`src/rtl/core/i2w_pkg.sv`:
```
`timescale 1ns / 1ps
// ----------------------------------------------------------------------------
// i2w_pkg
// Shared types and word codes for the integer to word token converter.
// ----------------------------------------------------------------------------
package i2w_pkg;

  // payload widths
  localparam int VALUE_W    = 31;
  localparam int CODE_W     = 5;

  // decimal digit row, least significant digit first
  localparam int NUM_DIGITS = 10;
  localparam int NUM_GROUPS = 4;
  localparam int GROUP_SLOTS = 5;
  localparam int NUM_SLOTS  = NUM_GROUPS * GROUP_SLOTS;
  localparam int SLOT_W     = $clog2(NUM_SLOTS + 1);

  typedef logic [3:0] digit_t;
  typedef logic [NUM_DIGITS-1:0][3:0] digit_vec_t;
  typedef logic [CODE_W-1:0] code_t;

  // word codes
  localparam code_t CODE_ZERO      = 5'd0;
  localparam code_t CODE_TEEN_BASE = 5'd10;
  localparam code_t CODE_TENS_BASE = 5'd18;
  localparam code_t CODE_HUNDRED   = 5'd28;
  localparam code_t CODE_THOUSAND  = 5'd29;
  localparam code_t CODE_MILLION   = 5'd30;
  localparam code_t CODE_BILLION   = 5'd31;

  // slots inside one group, in spelling order
  localparam int SLOT_HDIGIT  = 0;
  localparam int SLOT_HUNDRED = 1;
  localparam int SLOT_TENS    = 2;
  localparam int SLOT_ONES    = 3;
  localparam int SLOT_SCALE   = 4;

  // control state of the top level
  typedef enum logic [2:0] {
    ST_IDLE    = 3'b001,
    ST_CONVERT = 3'b010,
    ST_SPELL   = 3'b100
  } state_t;

  // top level to speller
  typedef struct packed {
    logic start;
    logic run;
  } spell_ctl_t;

  // speller to top level
  typedef struct packed {
    logic done;
  } spell_sts_t;

  // scale word that closes a nonzero group
  function automatic code_t scale_code(input logic [1:0] grp);
    code_t c;
    case (grp)
      2'd1:    c = CODE_THOUSAND;
      2'd2:    c = CODE_MILLION;
      2'd3:    c = CODE_BILLION;
      default: c = CODE_ZERO;
    endcase
    return c;
  endfunction

endpackage

```
`src/rtl/core/i2w_value_if.sv`:
```
`timescale 1ns / 1ps
// ----------------------------------------------------------------------------
// i2w_value_if
// Channel carrying one integer to be spelled.
// ----------------------------------------------------------------------------
interface i2w_value_if;
  import i2w_pkg::*;

  logic               valid;
  logic               ready;
  logic [VALUE_W-1:0] value;

  modport source (output valid, output value, input ready);
  modport sink   (input valid, input value, output ready);
endinterface

```
`src/rtl/core/i2w_word_if.sv`:
```
`timescale 1ns / 1ps
// ----------------------------------------------------------------------------
// i2w_word_if
// Channel carrying one word code and its end-of-number flag.
// ----------------------------------------------------------------------------
interface i2w_word_if;
  import i2w_pkg::*;

  logic  valid;
  logic  ready;
  code_t word_code;
  logic  last_word;

  modport source (output valid, output word_code, output last_word, input ready);
  modport sink   (input valid, input word_code, input last_word, output ready);
endinterface

```
`src/rtl/core/i2w_bcd_cell.sv`:
```
`timescale 1ns / 1ps
// ----------------------------------------------------------------------------
// i2w_bcd_cell
// One decimal digit of the shift-and-add-3 converter row.
// ----------------------------------------------------------------------------
module i2w_bcd_cell (
  input  logic            clk,
  input  logic            clear,
  input  logic            shift,
  input  logic            shift_in,
  output logic            shift_out,
  output i2w_pkg::digit_t digit
);
  import i2w_pkg::*;

  digit_t digit_r;
  digit_t digit_nxt;
  digit_t adj;

  // add 3 when the digit would overflow after doubling
  always_comb begin
    adj = (digit_r >= 4'd5) ? digit_r + 4'd3 : digit_r;
  end

  assign shift_out = adj[3];

  always_comb begin
    digit_nxt = digit_r;
    if (clear) begin
      digit_nxt = '0;
    end else if (shift) begin
      digit_nxt = {adj[2:0], shift_in};
    end
  end

  always_ff @(posedge clk) begin
    digit_r <= digit_nxt;
  end

  assign digit = digit_r;

endmodule

```
`src/rtl/core/i2w_speller.sv`:
```
`timescale 1ns / 1ps
// ----------------------------------------------------------------------------
// i2w_speller
// Walks the word slots of the four groups and emits one word per cycle while out_word is not stalled.
// ----------------------------------------------------------------------------
module i2w_speller (
  input  logic                clk,
  input  logic                rst_n,
  input  i2w_pkg::digit_vec_t digits,
  input  i2w_pkg::spell_ctl_t ctl,
  output i2w_pkg::spell_sts_t sts,
  i2w_word_if.source          out_word
);
  import i2w_pkg::*;

  logic [NUM_SLOTS-1:0] present;
  code_t                slot_code [NUM_SLOTS];
  logic [NUM_SLOTS-1:0] cand;
  logic [NUM_SLOTS-1:0] after;
  logic [SLOT_W-1:0]    cur;
  logic                 any_cand;
  logic                 is_last;
  code_t                cur_code;
  logic                 fire;

  logic [SLOT_W-1:0]    ptr_r;
  logic [SLOT_W-1:0]    ptr_nxt;
  logic                 valid_r;
  logic                 valid_nxt;
  code_t                code_r;
  code_t                code_nxt;
  logic                 last_r;
  logic                 last_nxt;

  // which slots carry a word, and the word each one carries
  always_comb begin
    digit_t h;
    digit_t t;
    digit_t o;
    int     base;
    for (int g = 0; g < NUM_GROUPS; g++) begin
      base = (NUM_GROUPS - 1 - g) * GROUP_SLOTS;
      h    = (g == NUM_GROUPS - 1) ? 4'd0 : digits[g*3+2];
      t    = (g == NUM_GROUPS - 1) ? 4'd0 : digits[g*3+1];
      o    = digits[g*3];
      present[base+SLOT_HDIGIT]   = (h != 4'd0);
      present[base+SLOT_HUNDRED]  = (h != 4'd0);
      present[base+SLOT_TENS]     = (t != 4'd0);
      present[base+SLOT_ONES]     = (t != 4'd1) && (o != 4'd0);
      present[base+SLOT_SCALE]    = (g != 0) && ((h | t | o) != 4'd0);
      slot_code[base+SLOT_HDIGIT]  = {1'b0, h};
      slot_code[base+SLOT_HUNDRED] = CODE_HUNDRED;
      slot_code[base+SLOT_TENS]    = (t == 4'd1) ? CODE_TEEN_BASE + {1'b0, o}
                                                 : CODE_TENS_BASE + {1'b0, t};
      slot_code[base+SLOT_ONES]    = {1'b0, o};
      slot_code[base+SLOT_SCALE]   = scale_code(2'(g));
    end
  end

  // next present slot at or past the pointer
  always_comb begin
    for (int i = 0; i < NUM_SLOTS; i++) begin
      cand[i] = present[i] && (SLOT_W'(i) >= ptr_r);
    end
    cur = '0;
    for (int i = NUM_SLOTS - 1; i >= 0; i--) begin
      if (cand[i]) begin
        cur = SLOT_W'(i);
      end
    end
    any_cand = |cand;
    for (int i = 0; i < NUM_SLOTS; i++) begin
      after[i] = present[i] && (SLOT_W'(i) > cur);
    end
  end

  // a number of value zero has no present slot and spells Zero
  always_comb begin
    if (any_cand) begin
      cur_code = slot_code[cur[SLOT_W-1:0]];
      is_last  = ~|after;
    end else begin
      cur_code = CODE_ZERO;
      is_last  = 1'b1;
    end
  end

  assign fire = ctl.run && (!valid_r || out_word.ready);

  // pointer and output word register
  always_comb begin
    ptr_nxt   = ptr_r;
    valid_nxt = valid_r;
    code_nxt  = code_r;
    last_nxt  = last_r;
    if (out_word.ready) begin
      valid_nxt = 1'b0;
    end
    if (ctl.start) begin
      ptr_nxt = '0;
    end else if (fire) begin
      ptr_nxt   = cur + SLOT_W'(1);
      valid_nxt = 1'b1;
      code_nxt  = cur_code;
      last_nxt  = is_last;
    end
  end

  always_ff @(posedge clk) begin
    if (!rst_n) begin
      valid_r <= 1'b0;
      ptr_r   <= '0;
    end else begin
      valid_r <= valid_nxt;
      ptr_r   <= ptr_nxt;
    end
  end

  always_ff @(posedge clk) begin
    code_r <= code_nxt;
    last_r <= last_nxt;
  end

  assign sts.done           = fire && is_last;
  assign out_word.valid     = valid_r;
  assign out_word.word_code = code_r;
  assign out_word.last_word = last_r;

endmodule

```
`src/rtl/core/integer_to_word_tokens.sv`:
```
`timescale 1ns / 1ps
// ----------------------------------------------------------------------------
// integer_to_word_tokens
// Spells a non-negative integer as a run of English word codes.
// ----------------------------------------------------------------------------
//  channel    dir  payload                  notes
//  in_value   in   value[30:0]              low INPUT_BITS bits used
//  out_word   out  word_code[4:0], last_word last_word set on final word
//
//  An item is taken while idle, then shifted through the row of digit cells,
//  which shift one binary bit in per cycle, then spelled out as 1 to 16
//  words through the single word output register. Stalls on out_word
//  stretch the spelling phase for as long as a waiting word is held off.
//  in_value.ready is high only while idle; the last word may still be
//  waiting in the output register when the next number is taken.
//  Reset is synchronous and clears the control state and the output valid.
// ----------------------------------------------------------------------------
module integer_to_word_tokens #(
  parameter int INPUT_BITS = 31
) (
  input logic        clk,
  input logic        rst_n,
  i2w_value_if.sink  in_value,
  i2w_word_if.source out_word
);
  import i2w_pkg::*;

  localparam int CNT_W = $clog2(INPUT_BITS + 1);

  state_t                state_r;
  state_t                state_nxt;
  logic [INPUT_BITS-1:0] bin_r;
  logic [INPUT_BITS-1:0] bin_nxt;
  logic [CNT_W-1:0]      cnt_r;
  logic [CNT_W-1:0]      cnt_nxt;
  logic                  accept;
  logic                  last_shift;
  logic                  shifting;
  logic [NUM_DIGITS:0]   carry;
  digit_vec_t            digits;
  spell_ctl_t            ctl;
  spell_sts_t            sts;

  assign accept     = in_value.valid && in_value.ready;
  assign shifting   = (state_r == ST_CONVERT);
  assign last_shift = shifting && (cnt_r == CNT_W'(INPUT_BITS - 1));
  assign in_value.ready = (state_r == ST_IDLE);

  // sequencer: load, convert, spell
  always_comb begin
    state_nxt = state_r;
    bin_nxt   = bin_r;
    cnt_nxt   = cnt_r;
    case (state_r)
      ST_IDLE: begin
        if (accept) begin
          bin_nxt   = in_value.value[INPUT_BITS-1:0];
          cnt_nxt   = '0;
          state_nxt = ST_CONVERT;
        end
      end
      ST_CONVERT: begin
        bin_nxt = bin_r << 1;
        cnt_nxt = cnt_r + CNT_W'(1);
        if (last_shift) begin
          state_nxt = ST_SPELL;
        end
      end
      ST_SPELL: begin
        if (sts.done) begin
          state_nxt = ST_IDLE;
        end
      end
      default: begin
        state_nxt = ST_IDLE;
      end
    endcase
  end

  always_ff @(posedge clk) begin
    if (!rst_n) begin
      state_r <= ST_IDLE;
      cnt_r   <= '0;
    end else begin
      state_r <= state_nxt;
      cnt_r   <= cnt_nxt;
    end
  end

  always_ff @(posedge clk) begin
    bin_r <= bin_nxt;
  end

  // row of digit cells, binary msb enters at the low digit
  assign carry[0] = bin_r[INPUT_BITS-1];

  for (genvar d = 0; d < NUM_DIGITS; d++) begin : g_cell
    i2w_bcd_cell u_cell (
      .clk       (clk),
      .clear     (accept),
      .shift     (shifting),
      .shift_in  (carry[d]),
      .shift_out (carry[d+1]),
      .digit     (digits[d])
    );
  end

  // word emission
  assign ctl.start = last_shift;
  assign ctl.run   = (state_r == ST_SPELL);

  i2w_speller u_speller (
    .clk      (clk),
    .rst_n    (rst_n),
    .digits   (digits),
    .ctl      (ctl),
    .sts      (sts),
    .out_word (out_word)
  );

endmodule

```
`src/flat_wrapper.sv`:
```
// flat-port wrapper written by rule: the top's interface ports become plain ports
module integer_to_word_tokens_flat import i2w_pkg::*;
#(
  parameter int INPUT_BITS = 31
)
  (clk, rst_n, in_value_valid, in_value_value, in_value_ready, out_word_valid, out_word_word_code, out_word_last_word, out_word_ready);
  i2w_value_if in_value_i ();
  i2w_word_if out_word_i ();
  input logic clk;
  input logic rst_n;
  input wire logic [$bits(in_value_i.valid)-1:0] in_value_valid;
  input wire logic [$bits(in_value_i.value)-1:0] in_value_value;
  output wire logic [$bits(in_value_i.ready)-1:0] in_value_ready;
  output wire logic [$bits(out_word_i.valid)-1:0] out_word_valid;
  output wire logic [$bits(out_word_i.word_code)-1:0] out_word_word_code;
  output wire logic [$bits(out_word_i.last_word)-1:0] out_word_last_word;
  input wire logic [$bits(out_word_i.ready)-1:0] out_word_ready;
  assign in_value_i.valid = in_value_valid;
  assign in_value_i.value = in_value_value;
  assign in_value_ready = in_value_i.ready;
  assign out_word_valid = out_word_i.valid;
  assign out_word_word_code = out_word_i.word_code;
  assign out_word_last_word = out_word_i.last_word;
  assign out_word_i.ready = out_word_ready;
  integer_to_word_tokens #(.INPUT_BITS(INPUT_BITS)) u_core (.clk(clk), .rst_n(rst_n), .in_value(in_value_i), .out_word(out_word_i));
endmodule
```
`config.mk`:
```
export PLATFORM = sky130hd
export DESIGN_NAME = integer_to_word_tokens_flat
export DESIGN_NICKNAME = d
export VERILOG_FILES = /design/src/rtl/core/i2w_pkg.sv /design/src/rtl/core/i2w_value_if.sv /design/src/rtl/core/i2w_word_if.sv /design/src/rtl/core/i2w_bcd_cell.sv /design/src/rtl/core/i2w_speller.sv /design/src/rtl/core/integer_to_word_tokens.sv /design/src/flat_wrapper.sv
export SDC_FILE = /design/constraint.sdc
export NUM_CORES = 1
export LEC_CHECK = 0
export ABC_AREA = 1
export BUFFER_PORTS_ARGS = -buffer_cell sky130_fd_sc_hd__buf_2
export CELL_PAD_IN_SITES_DETAIL_PLACEMENT = 0
export CELL_PAD_IN_SITES_GLOBAL_PLACEMENT = 1
export CORE_MARGIN = 3
export CORE_UTILIZATION = 23
export DETAILED_ROUTE_END_ITERATION = 8
export PLACE_DENSITY = 0.52
export SLEW_MARGIN = 5
export SYNTH_ARGS = -nofsm -noshare
export SYNTH_HDL_FRONTEND = slang
export SYNTH_SLANG_ARGS = --single-unit
```
`constraint.sdc`:
```
create_clock -name clk -period 4.1 [get_ports clk]
set_input_delay 0.615 -clock clk [delete_from_list [all_inputs] [get_ports clk]]
set_output_delay 0.615 -clock clk [all_outputs]
set_load 0.005 [all_outputs]
```
# == Word level (Yosys, flattened, before mapping) ==
# Cells that the tools add are included.
# classes
n_addsub,18
order_cmp,43
eq_ne,13
mux,44
bitwise,7
n_reduce_logical,61
# ops
cell,count
5-bit 2-to-1 mux,22
31-bit case mux with 2 select lines,1
4-bit nonzero test,12
4-bit by 3-bit greater-or-equal comparator with 1-bit output (second input constant),10
4-bit by 5-bit greater-or-equal comparator with 1-bit output (first input constant),8
4-bit by 5-bit greater-than comparator with 1-bit output (first input constant),8
1-bit logical AND,39
4-bit by 2-bit adder with 4-bit output (second input constant),9
4-bit 2-to-1 mux,9
16-bit OR reduction,2
31-bit 2-to-1 mux,1
5-bit binary-select mux with 5-bit select,1
3-bit by 5-bit greater-or-equal comparator with 1-bit output (first input constant),4
3-bit by 5-bit greater-than comparator with 1-bit output (first input constant),4
4-bit bitwise OR,4
4-bit by 4-bit adder with 5-bit output (first input constant),3
5-bit by 4-bit adder with 5-bit output (first input constant),3
5-bit greater-or-equal comparator (first input constant),3
5-bit greater-than comparator (first input constant),3
4-bit by 1-bit == test with 1-bit output (second input constant),3
3-bit 2-to-1 mux,4
4-bit by 1-bit inequality test with 1-bit output (second input constant),3
5-bit by 1-bit adder with 5-bit output (second input constant),2
5-bit case mux with 2 select lines,1
20 further kinds,27
# word_totals
regBits,91
in_bits,35
out_inout_bits,8

# == Longest topological paths before layout ==
# Gate-level depths: netlist of run 1.
# logic_depth
word_depth,27
ltp_mapped,31
depth_no_buf,30

# == Modules after synthesis ==
# A second synthesis of run 1 with hierarchy kept.
# unflattened
cells_unflattened,954
hier_area_um2,6413.7
# by_module_without_submodules
mod,n_inst,cells_each,area_per_inst_um2,seq_area_each_um2
i2w_bcd_cell,10,37,246.5,80.1
i2w_speller,1,393,2172.1,300.3
integer_to_word_tokens,1,191,1776.7,1091.0

# == Worst setup path after synthesis of run 1 ==
# OpenSTA, ideal clock, no wires.
# synth_path
kind,register -> register
start,reg u_core.g_cell[4].u_cell.digit_r[0]
end,reg u_core.state_r[0]
setup_time_ps,58
t_arrival_ps,2962
t_required_ps,4042
slack_ps,1080
stages_incl_launch_ff,30
n_path_buf,1
synth_period_minus_slack_ps,3020
path_cell_list,dfxtp_1 inv_1 ha_1 nand2_1 nand3_1 a21oi_1 nand2_1 nand2_1 nand2_1 nand2_1 nand2_1 nand2_1 nand2_1 nand2_1 nand2_2 inv_1 clkbuf_1 ha_1 inv_1 o21ai_0 nand3_1 nand3_1 nand3_1 nor2_1 nand2_1 nand2_2 nand2_1 nand2_1 nand4_1 nand2_1
# synth_via
elab_chain_cells,24
# synth_lines
item,line,text
from (decl),i2w_bcd_cell.sv:16,digit_t digit_r;
from (signal assigned),i2w_bcd_cell.sv:37,digit_r <= digit_nxt;
4-bit bitwise OR (2 in series),i2w_speller.sv:50,present[base+SLOT_SCALE] = (g != 0) && ((h | t | o) != 4'd0);
4-bit nonzero test,i2w_speller.sv:50,
1-bit logical AND,i2w_speller.sv:63,cand[i] = present[i] && (SLOT_W'(i) >= ptr_r);
5-bit 2-to-1 mux (12 in series),i2w_speller.sv:67,if (cand[i]) begin
"2-bit by 5-bit greater-than comparator with 1-bit output, or another cell as far along",i2w_speller.sv:73,after[i] = present[i] && (SLOT_W'(i) > cur);
1-bit logical AND,i2w_speller.sv:73,
16-bit OR reduction,i2w_speller.sv:81,is_last = ~|after;
1-bit zero test,i2w_speller.sv:81,
1-bit 2-to-1 mux (*),i2w_speller.sv:79,if (any_cand) begin
named net u_core.u_speller.is_last,i2w_speller.sv:22,logic is_last;
1-bit logical AND (*),i2w_speller.sv:124,assign sts.done = fire && is_last;
2-bit by 1-bit inequality test with 1-bit output (no line) (*),-,
3-bit AND reduction (no line) (*),-,
to (signal assigned),integer_to_word_tokens.sv:85,state_r <= state_nxt;
to (decl),integer_to_word_tokens.sv:30,state_t state_r;
# Mark *: on every way through the listed nets, which the timed path passes. The rest lies on a longest branch.
# A chain may end at the register's enable or synchronous reset.

# == Final worst setup path of run 1 ==
# layout_path
start,reg u_core.g_cell[1].u_cell.digit_r[1]
end,reg u_core.state_r[0]
# layout_via
elab_chain_cells,27
# layout_lines
item,line,text
from (decl),i2w_bcd_cell.sv:16,
from (signal assigned),i2w_bcd_cell.sv:37,
4-bit by 1-bit inequality test with 1-bit output,i2w_speller.sv:49,present[base+SLOT_ONES] = (t != 4'd1) && (o != 4'd0);
1-bit logical AND,i2w_speller.sv:49,
1-bit logical AND,i2w_speller.sv:63,
5-bit 2-to-1 mux (16 in series),i2w_speller.sv:67,
"2-bit by 5-bit greater-than comparator with 1-bit output, or another cell as far along",i2w_speller.sv:73,
1-bit logical AND,i2w_speller.sv:73,
16-bit OR reduction,i2w_speller.sv:81,
1-bit zero test,i2w_speller.sv:81,
1-bit 2-to-1 mux (*),i2w_speller.sv:79,
named net u_core.u_speller.is_last,i2w_speller.sv:22,
1-bit logical AND (*),i2w_speller.sv:124,
2-bit by 1-bit inequality test with 1-bit output (no line) (*),-,
3-bit AND reduction (no line) (*),-,
# Marks and branches as above.

==> flow_summary_export.csv, run 1 <==
group,metric,value,unit
detailed_routing,final_antenna_net_count,0,
synth,syn_inst,851,
clocking,clock_latency,0.36,ns
floorplanning,die_h,169,microns
finish,layout.area.seq,0.00219,sq mm
detailed_routing,postRouteWirelength,19100,microns
power_and_ir_drop,peakVddDrop,0.000262,V
critical_path,path_buf_inv,6,
critical_path,worst_setup_path_end_kind,"flip-flop",
detailed_routing,via_per_inst,4.53,
detailed_routing,drtIter0Drc,396,
global_route,antenna_found_initial,0,
critical_path,critPathMostFrequentCell,"nand2_1",
global_route,grt-busiest-layer,"met2",
finish,n_fill_cell,2930,
critical_path,cp_max_fo,14,
power_and_ir_drop,p_total,0.00361,W
clocking,numCtsBuffers,9,
global_route,grt-ovfl-total,0,
synth,synth-seq-area-share,0.358,
global_route,grt_use_total,0.136,
timing,fin_crit_sh,0.871,
synth,synth_top_area_frac,0.182,
synth,synth_commonest_cells,"nand2_1 (234), inv_1 (114), nor2_1 (66)",
finish,drive_above_1_share,0.121,
global_route,grt_max_degree,60,
synth,syn_area_per_cell,7.19,sq um
global_route,met2_usage,0.214,
finish,areaGrowthSynthToFinish,14.6,%
floorplanning,io-pin-count,43,
global_route,grt_pass1_vias,5441,
timing,fin_tns_setup,0,ns
placed_design,io_buffers,42,
timing,final_max_slew_viol_count,0,
timing,setup_viol,0,
detailed_routing,via_count,5564,
power_and_ir_drop,power.density,515,mW/mm^2
timing,min_period,3.57,ns
placed_design,gp_congestion,0.814,
critical_path,worstPathRequired,4.40,ns
global_route,grt_use_met1,0.189,
critical_path,crit_arrival,3.87,ns
clocking,postCtsHoldBufs,0,
synth,async_flop_share,0,
critical_path,critPathLaunchType,"flip-flop",
clocking,root_buffer,"clkbuf_16",
clocking,cts_tree,"yes",
clocking,cts_resized,0,
global_route,grtUsageMet3,0.0215,
clocking,cts_setup_buffers,0,
synth,synth.distinct_cells,51,
floorplanning,rows,59,
synth,synth_nets,927,
finish,nets,964,
detailed_routing,drc,0,
synth,yosys_warnings,0,
critical_path,slowest_stage,"dfxtp_1",
critical_path,worst-setup-path-type,"reg2reg",
finish,postLayoutCoreUtil,0.268,
timing,slew_headroom,0.551,
critical_path,ff2ff_setup_slack,0.53,ns
synth,synth_area_leaders,"edfxtp_1 (18%), dfxtp_1 (18%), nand2_1 (14%)",
run,cap_violations,0,
floorplanning,design.die.area,0.0286,sq mm
timing,tightest_slew,0.674,ns
clocking,htree_levels,3,
clocking,path_clk_slew,0.08,ns
detailed_routing,first_pass_iters,5,
synth,synth_edf_count,37,
synth,synthMostInstantiatedCell,"nand2_1",
critical_path,path_delay_family,"simple AND/OR/NAND/NOR gates",
power_and_ir_drop,leakagePower,3.24,nW
outcome,status,"finished clean",
hold_path,min_path_type,"reg2reg",
finish,insertedDiodeCount,0,
synth,synth_flop_cell,"dfxtp_1",
detailed_routing,avgRoutedWirePerCell,15.6,microns
synth,synth_seq_cells,91,
critical_path,slowest_delay,0.39,ns
timing,rsz0062_at_grt,"false",
floorplanning,start_util,0.234,
synth,yosys.area.top_type,"edfxtp_1",
floorplanning,core_area,0.0261,sq mm
clocking,clkSinkCount,91,
clocking,cts.path.max_buffers,2,
finish,multiInputGateArea,0.00335,sq mm
synth,synth_area,0.00612,sq mm
timing,final.setup_skew,0.0134,ns
timing,hold_viol,0,
floorplanning,die_width,169,microns
global_route,grt_pass1_wl,30400,microns
timing,max_freq,280,MHz
placed_design,dpl.hpwl,14300,microns
## per-stage QoR
stage               instance area [sq um]  std cells  setup WS [ns]  hold slack, ns
global placement                     6700       1212          0.375           0.445
global route                         7010       1228         0.0735           0.498
finish                               7010       1228          0.531           0.455
CTS                                  7010       1228          0.429           0.462
detailed placement                   6700       1212          0.457           0.442
floorplan                            6120        851           1.08           0.422
## placed cells by master (no fill, tap or decap), types with 37 or more instances in the layout
cell	synthesis	routed
a21oi_1	53	53
buf_2	4	42
dfxtp_1	54	54
edfxtp_1	37	37
ha_1	41	41
inv_1	114	112
nand2_1	234	234
nand3_1	40	40
nor2_1	66	66
o21ai_0	61	61
## layout make-up
| class | instances | area share |
|---|---|---|
| multi-input combinational | 614 | 0.478 |
| sequential | 91 | 0.313 |
| inverter | 121 | 0.0655 |
| tap | 335 | 0.0598 |
| timing repair buffer | 51 | 0.0396 |
| clock buffer | 9 | 0.0321 |
| clock inverter | 7 | 0.0123 |
## registers in the layout, indices dropped and copies added (netlist names)
signal and cells:
u_core.state_r 3, u_core.g_cell.u_cell.digit 40, u_core.u_speller.out_word.valid 1, u_core.cnt_r 5, u_core.u_speller.out_word.last_word 1, u_core.u_speller.ptr_r 5
u_core.u_speller.out_word.word_code 5, u_core.bin_r 31
## logic make-up after synthesis
logic type      synth area share
simple gates               0.264
compound gates             0.177
buf+inv                   0.0943
flops                      0.358
fa+ha+maj                 0.0839
xor+xnor                  0.0229
## report_power, final
part | leakage (nW) | internal [W] | switching, W
combinational | 2.30 | 0.000469 | 0.00117
clock | 0.152 | 0.000443 | 0.000456
sequential | 0.787 | 0.00104 | 0.0000348
## worst paths after layout
| check | start | end | cells past startpoint |
|---|---|---|---|
| setup / recovery | u_core.g_cell[1].u_cell.digit[1] | u_core.state_r[0] | 28 |
| hold / removal | u_core.bin_r[30] | u_core.g_cell[0].u_cell.digit[0] | 2 |
| setup reg to reg | u_core.g_cell[1].u_cell.digit[1] | u_core.state_r[0] | 28 |
| hold reg to reg | u_core.bin_r[30] | u_core.g_cell[0].u_cell.digit[0] | 2 |
## routing by layer
layer  vias to the layer above  share of wire
met4                         0          0.026
met3                        22          0.032
met1                      2545           0.49
met5                         -              0
li1                       2884              -
met2                       113           0.45
## tightest hold or removal path, cell delays in order, from the launching register on
cell	delay, ns
edfxtp_1	0.33
nand2_1	0.05
o21ai_0	0.05
Power figures use the tool's default switching activity.
==> run 2: changes to the inputs <==
Settings changed: CORE_MARGIN 3 to 5, PLACE_DENSITY 0.52 to 0.54.
Clock period 4.1 ns to 3.19 ns, I/O delays scaled along.
==> run 2 against run 1 <==
Against the previous run: sequential power grew 27%; worst setup slack lost 0.36 ns; worst hold slack lost 0.092 ns; cell area grew 12%; critical path type unchanged; largest cell class unchanged.
==> flow_summary_export.csv, run 2 (synthesis results as in run 1) <==
group,metric,value,unit
power_and_ir_drop,p_total,0.00529,W
placed_design,dpl.hpwl,14900,microns
global_route,grt_pass1_vias,5668,
floorplanning,design.die.area,0.0300,sq mm
finish,areaGrowthSynthToFinish,28.2,%
global_route,grt_max_degree,52,
global_route,antenna_found_initial,0,
clocking,root_buffer,"clkbuf_16",
global_route,grt_use_total,0.129,
critical_path,crit_end,"u_core.u_speller.out_word.word_code[1]",
finish,largest_reg_flops,40,
power_and_ir_drop,peakVddDrop,0.000344,V
floorplanning,start_util,0.234,
placed_design,dp.cells,1275,
finish,instances_no_fill,1311,
clocking,clkSinkCount,91,
critical_path,cp-startpoint,"u_core.g_cell[3].u_cell.digit[0]",
detailed_routing,final_antenna_net_count,0,
timing,max_freq,331,MHz
critical_path,worst-setup-path-type,"reg2reg",
hold_path,min_path_type,"in2reg",
power_and_ir_drop,p_sw,0.00232,W
finish,drive_above_1_share,0.255,
critical_path,r2r_end,"u_core.u_speller.out_word.word_code[1]",
critical_path,r2r_cells,22,
hold_path,min_path_cells,3,
clocking,htree_levels,3,
timing,hold_viol,0,
power_and_ir_drop,clockPowerShare,0.219,
finish,nets,1046,
critical_path,worstPathRequired,3.30,ns
critical_path,slowest_delay,0.41,ns
floorplanning,die_h,173,microns
critical_path,path_delay_family,"simple AND/OR/NAND/NOR gates",
critical_path,critPathMostFrequentCell,"nand2_1",
timing,final_max_slew_viol_count,0,
finish,final_cell_mix,"nand2_1 (222), inv_1 (103), buf_4 (88), o21ai_0 (60), nor2_1 (57)",
critical_path,worst_setup_path_end_kind,"flip-flop",
critical_path,crit_arrival,3.13,ns
timing,fin_ws,0.169,ns
critical_path,path_buf_inv,4,
detailed_routing,avgRoutedWirePerCell,15.1,microns
critical_path,cp.depth,22,
critical_path,worstReg2RegStart,"u_core.g_cell[3].u_cell.digit[0]",
power_and_ir_drop,power.density,674,mW/mm^2
detailed_routing,drc,0,
clocking,cts.path.max_buffers,2,
timing,slew_headroom,0.644,
power_and_ir_drop,leakagePower,3.65,nW
clocking,cts_tree,"yes",
detailed_routing,via_count,5897,
detailed_routing,via_per_inst,4.50,
clocking,numCtsBuffers,9,
floorplanning,io-pin-count,43,
critical_path,slowest_stage,"o21ai_0",
power_and_ir_drop,seq_power_share,0.258,
placed_design,pre_cts_slack,-0.0171,ns
detailed_routing,drtIter0Drc,411,
floorplanning,core_area,0.0261,sq mm
run,cap_violations,0,
clocking,path_clk_slew,0.08,ns
clocking,clock_latency,0.36,ns
detailed_routing,first_pass_iters,5,
finish,postLayoutCoreUtil,0.300,
finish,layout_commonest_cell,"nand2_1",
power_and_ir_drop,p_int,0.00297,W
timing,hold_ws,0.363,ns
floorplanning,rows,59,
outcome,status,"finished clean",
timing,tightest_slew,0.530,ns
placed_design,io_buffers,42,
critical_path,ff2ff_setup_slack,0.17,ns
floorplanning,die_width,173,microns
power_and_ir_drop,sw_frac_of_total,0.439,
timing,final.setup_skew,0.00991,ns
timing,min_period,3.02,ns
critical_path,critPathLaunchType,"flip-flop",
global_route,grt-ovfl-total,0,
critical_path,cp_max_fo,5,
critical_path,worstPathCellList,"inv_2, buf_4, nand2_1, nor3_2, nand2_2, nand2_2, nand3_1, nand2_1, nand2_1, nand2_1, nand2_1, nand2_1, nand2_1, nand2_1, nand2_2, nand2_2, buf_4, nand2_1, buf_4, a211oi_1, a21oi_1, o21ai_0",
timing,fin_crit_sh,0.947,
timing,setup_viol,0,
global_route,grt_pass1_wl,31000,microns
detailed_routing,postRouteWirelength,19800,microns
finish,n_fill_cell,2842,
power_and_ir_drop,pwr-share-comb,0.523,
placed_design,gp_congestion,0.885,
-- run 2: routing by layer --
layer | GRT usage | share of wire
met1 | 0.183 | 0.50
met2 | 0.207 | 0.45
met3 | 0.0212 | 0.036
met4 | 0.0289 | 0.010
met5 | 0 | 0
-- run 2: worst min-delay path: stages --
cell,delay (ns)
buf_2,0.07
nand2_1,0.04
inv_1,0.04
-- run 2: worst min-delay path by stage --
stage / endpoint / from / slack (ns)
2_1_floorplan: u_core.g_cell[0].u_cell.digit[0] / u_core.bin_r[30] / 0.42
3_3_place_gp: u_core.g_cell[0].u_cell.digit[0] / u_core.bin_r[30] / 0.45
3_5_place_dp: u_core.g_cell[0].u_cell.digit[0] / u_core.bin_r[30] / 0.45
4_1_cts: u_core.bin_r[0] / in_value_value[0] / 0.35
5_1_grt: u_core.bin_r[0] / in_value_value[0] / 0.35
6_report: u_core.bin_r[0] / in_value_value[0] / 0.36
-- run 2: final cells by class --
| cell class | instances | area (sq um) | share of cell area |
|---|---|---|---|
| Tap cell | 335 | 419 | 0.0534 |
| Inverter | 121 | 464 | 0.0592 |
| Clock buffer | 9 | 225 | 0.0287 |
| Multi-Input combinational cell | 614 | 3520 | 0.449 |
| Clock inverter | 7 | 81.3 | 0.0104 |
| Antenna cell | 1 | 2.50 | 0.000319 |
| Sequential cell | 91 | 2220 | 0.282 |
| Timing Repair Buffer | 133 | 913 | 0.116 |
-- run 2: through the flow --
step	cell area [sq um]	setup TNS (ns)
2_1_floorplan	6120	0
3_3_place_gp	7180	-0.0991
3_5_place_dp	7180	-0.0203
4_1_cts	7500	0
5_1_grt	7840	-0.0660
6_report	7850	0
-- run 2: power by group through the flow --
stage               sequential (W)  combinational, W  clock (W)
global route               0.00137           0.00301    0.00124
CTS                        0.00136           0.00239    0.00120
detailed placement         0.00139           0.00237          0
finish                     0.00136           0.00277    0.00116
floorplan                  0.00139           0.00143          0
global placement           0.00139           0.00241          0
-- run 2: repair_timing --
item                       4_1_cts  5_1_grt
setup endpoints to repair        2        8
pin swaps                        0       17
hold buffers                     0        0
setup buffers                    0       19
resized for setup                3       75
cloned                           0        0
==> run 3: changes to the inputs <==
Settings changed: SYNTH_HIERARCHICAL set to 1.
==> run 3 against run 2 <==
Against the previous run: cell area is 0.57% lower; worst hold slack worse by 0.0085 ns; sequential power is 3% higher; register-to-register slack better by 0.12 ns; die area is 4.3% higher; non-clock buffer count is 37 lower; synthesized area is 4.6% higher; clock skew is 0.00059 ns higher; total power is 2.3% lower; synthesized cell count is 12% higher; count of clock-buffer cells in the layout stayed put; combinational power is 4% lower.
==> flow_summary_export.csv, run 3 <==
group,metric,value,unit
outcome,status,"finished clean",
clocking,clock_latency,0.36,ns
floorplanning,core_area,0.0276,sq mm
clocking,clkSinkCount,91,
synth,syn_area_per_cell,6.73,sq um
power_and_ir_drop,p_int,0.00281,W
critical_path,worst_setup_path_end_kind,"flip-flop",
synth,yosys_warnings,6,
floorplanning,io-pin-count,43,
global_route,grt_max_degree,86,
clocking,cts_tree,"yes",
finish,n_fill_cell,3114,
global_route,grt-ovfl-total,0,
detailed_routing,drc,0,
clocking,postCtsHoldBufs,0,
hold_path,min_path_type,"in2reg",
power_and_ir_drop,leakagePower,3.52,nW
timing,min_period,2.90,ns
power_and_ir_drop,power.density,662,mW/mm^2
global_route,grt-busiest-layer,"met2",
critical_path,cp_max_fo,7,
clocking,htree_levels,3,
clocking,path_clk_slew,0.07,ns
finish,insertedDiodeCount,0,
timing,fin_crit_sh,0.908,
detailed_routing,via_per_inst,4.25,
placed_design,dpl.hpwl,13700,microns
finish,final_cell_mix,"nand2_1 (262), inv_1 (147), nand3_1 (90), a21oi_1 (55)",
global_route,grt_use_total,0.117,
placed_design,gp_congestion,0.854,
critical_path,crit_arrival,3.20,ns
global_route,grtUsageMet3,0.0205,
timing,fin_ws,0.293,ns
timing,fin_tns_setup,0,ns
timing,final.setup_skew,0.0105,ns
detailed_routing,postRouteWirelength,18300,microns
power_and_ir_drop,pwr-share-comb,0.517,
finish,largest_reg_flops,40,
finish,nets,1111,
timing,tightest_slew,0.909,ns
power_and_ir_drop,clockPowerShare,0.212,
detailed_routing,drtIter0Drc,308,
clocking,root_buffer,"clkbuf_16",
floorplanning,rows,61,
run,cap_violations,0,
critical_path,worstPathRequired,3.49,ns
finish,layout.area.seq,0.00222,sq mm
synth,syn_inst,951,
clocking,numCtsBuffers,9,
finish,drive_above_1_share,0.206,
power_and_ir_drop,p_sw,0.00235,W
clocking,cts.path.max_buffers,2,
power_and_ir_drop,sw_frac_of_total,0.455,
global_route,met2_usage,0.189,
timing,slew_headroom,0.394,
timing,setup_viol,0,
detailed_routing,via_count,6076,
floorplanning,die_h,177,microns
global_route,grt_use_met1,0.162,
placed_design,io_buffers,42,
power_and_ir_drop,p_total,0.00517,W
power_and_ir_drop,seq_power_share,0.271,
synth,synth_nets,1017,
global_route,antenna_found_initial,1,
floorplanning,design.die.area,0.0312,sq mm
detailed_routing,avgRoutedWirePerCell,12.8,microns
detailed_routing,first_pass_iters,4,
floorplanning,die_width,177,microns
finish,final_area,0.00780,sq mm
detailed_routing,final_antenna_net_count,0,
global_route,grt_pass1_wl,30100,microns
finish,layout_commonest_cell,"nand2_1",
critical_path,worst-setup-path-type,"reg2reg",
floorplanning,start_util,0.232,
timing,final_max_slew_viol_count,0,
power_and_ir_drop,peakVddDrop,0.000238,V
finish,multiInputGateArea,0.00356,sq mm
timing,max_freq,345,MHz
global_route,grt_pass1_vias,5865,
placed_design,placed_area,0.00731,sq mm
synth,synth_area,0.00640,sq mm
placed_design,pre_cts_slack,0.0257,ns
timing,hold_viol,0,
finish,areaGrowthSynthToFinish,21.9,%
critical_path,critPathLaunchType,"flip-flop",
## run 3: changes by cell type in the layout (fill, tap and decap cells not counted), moves of 6 or more
cell / previous run / this run
buf_4: 88 / 54
o21ai_1: 4 / 10
o21ai_0: 60 / 45
xor2_1: 13 / 7
dfxtp_2: 13 / 5
o311ai_0: 7 / 0
nand3_1: 37 / 90
o32ai_1: 7 / 0
o31ai_1: 2 / 10
a211oi_1: 2 / 10
nand2_2: 20 / 34
inv_1: 103 / 147
nand2_1: 222 / 262
## run 3: timing repair
action                                  4_1_cts  5_1_grt
buffers inserted                              0        7
endpoints found under the setup margin        0        6
resized for setup                             0       54
## run 3: cell type report
class	count	share of cell area
Clock buffer	9	0.0289
Clock inverter	7	0.00882
Inverter	169	0.0826
Multi-Input combinational cell	678	0.456
Sequential cell	91	0.284
Tap cell	378	0.0606
Timing Repair Buffer	96	0.0789
## run 3: per-layer routing
metal  part of all wire  vias up
met5            0.00071        -
met4              0.020        2
met3              0.030       21
met2               0.44       96
met1               0.51     2695
li1                   -     3262
## run 3: power groups by stage
stage / registers, W / clock network [W] / logic (W)
after floorplan: 0.00144 / 0 / 0.00172
after global placement: 0.00143 / 0 / 0.00259
after detailed placement: 0.00143 / 0 / 0.00253
after CTS: 0.00140 / 0.00115 / 0.00253
after global routing: 0.00141 / 0.00118 / 0.00298
final: 0.00140 / 0.00110 / 0.00267
## run 3: path summary, 6_finish.rpt
kind                                                        from                                to  slack [ns]  cells past startpoint
worst max-delay path            u_core/g_cell[9].u_cell/digit[3]                 u_core/state_r[0]        0.29                     19
worst min-delay path                                       rst_n                 u_core/state_r[0]        0.35                      2
worst max register to register  u_core/g_cell[9].u_cell/digit[3]                 u_core/state_r[0]        0.29                     19
worst min register to register  u_core/g_cell[9].u_cell/digit[3]  u_core/g_cell[9].u_cell/digit[3]        0.49                      2
## run 3: metrics by stage
step | instances | hold slack, ns | util
4_1_cts | 1421 | 0.357 | 0.275
3_5_place_dp | 1405 | 0.483 | 0.265
2_1_floorplan | 951 | 0.452 | -
5_1_grt | 1428 | 0.357 | 0.282
6_report | 1428 | 0.355 | 0.282
3_3_place_gp | 1405 | 0.490 | 0.265
## run 3: worst max-delay path, stage by stage, from the launching register on
cell	delay, ns
dfxtp_1	0.36
inv_1	0.07
nand3_1	0.28
o2111ai_1	0.24
and3_1	0.23
nand2_1	0.06
nand2_1	0.11
inv_2	0.19
nand2_1	0.14
a21oi_1	0.27
nand2_1	0.09
nand2_1	0.06
nand4_1	0.09
nor2_1	0.11
nand2_1	0.09
a21oi_2	0.15
inv_1	0.07
nand2_2	0.08
nand3_2	0.07
nand3_2	0.07
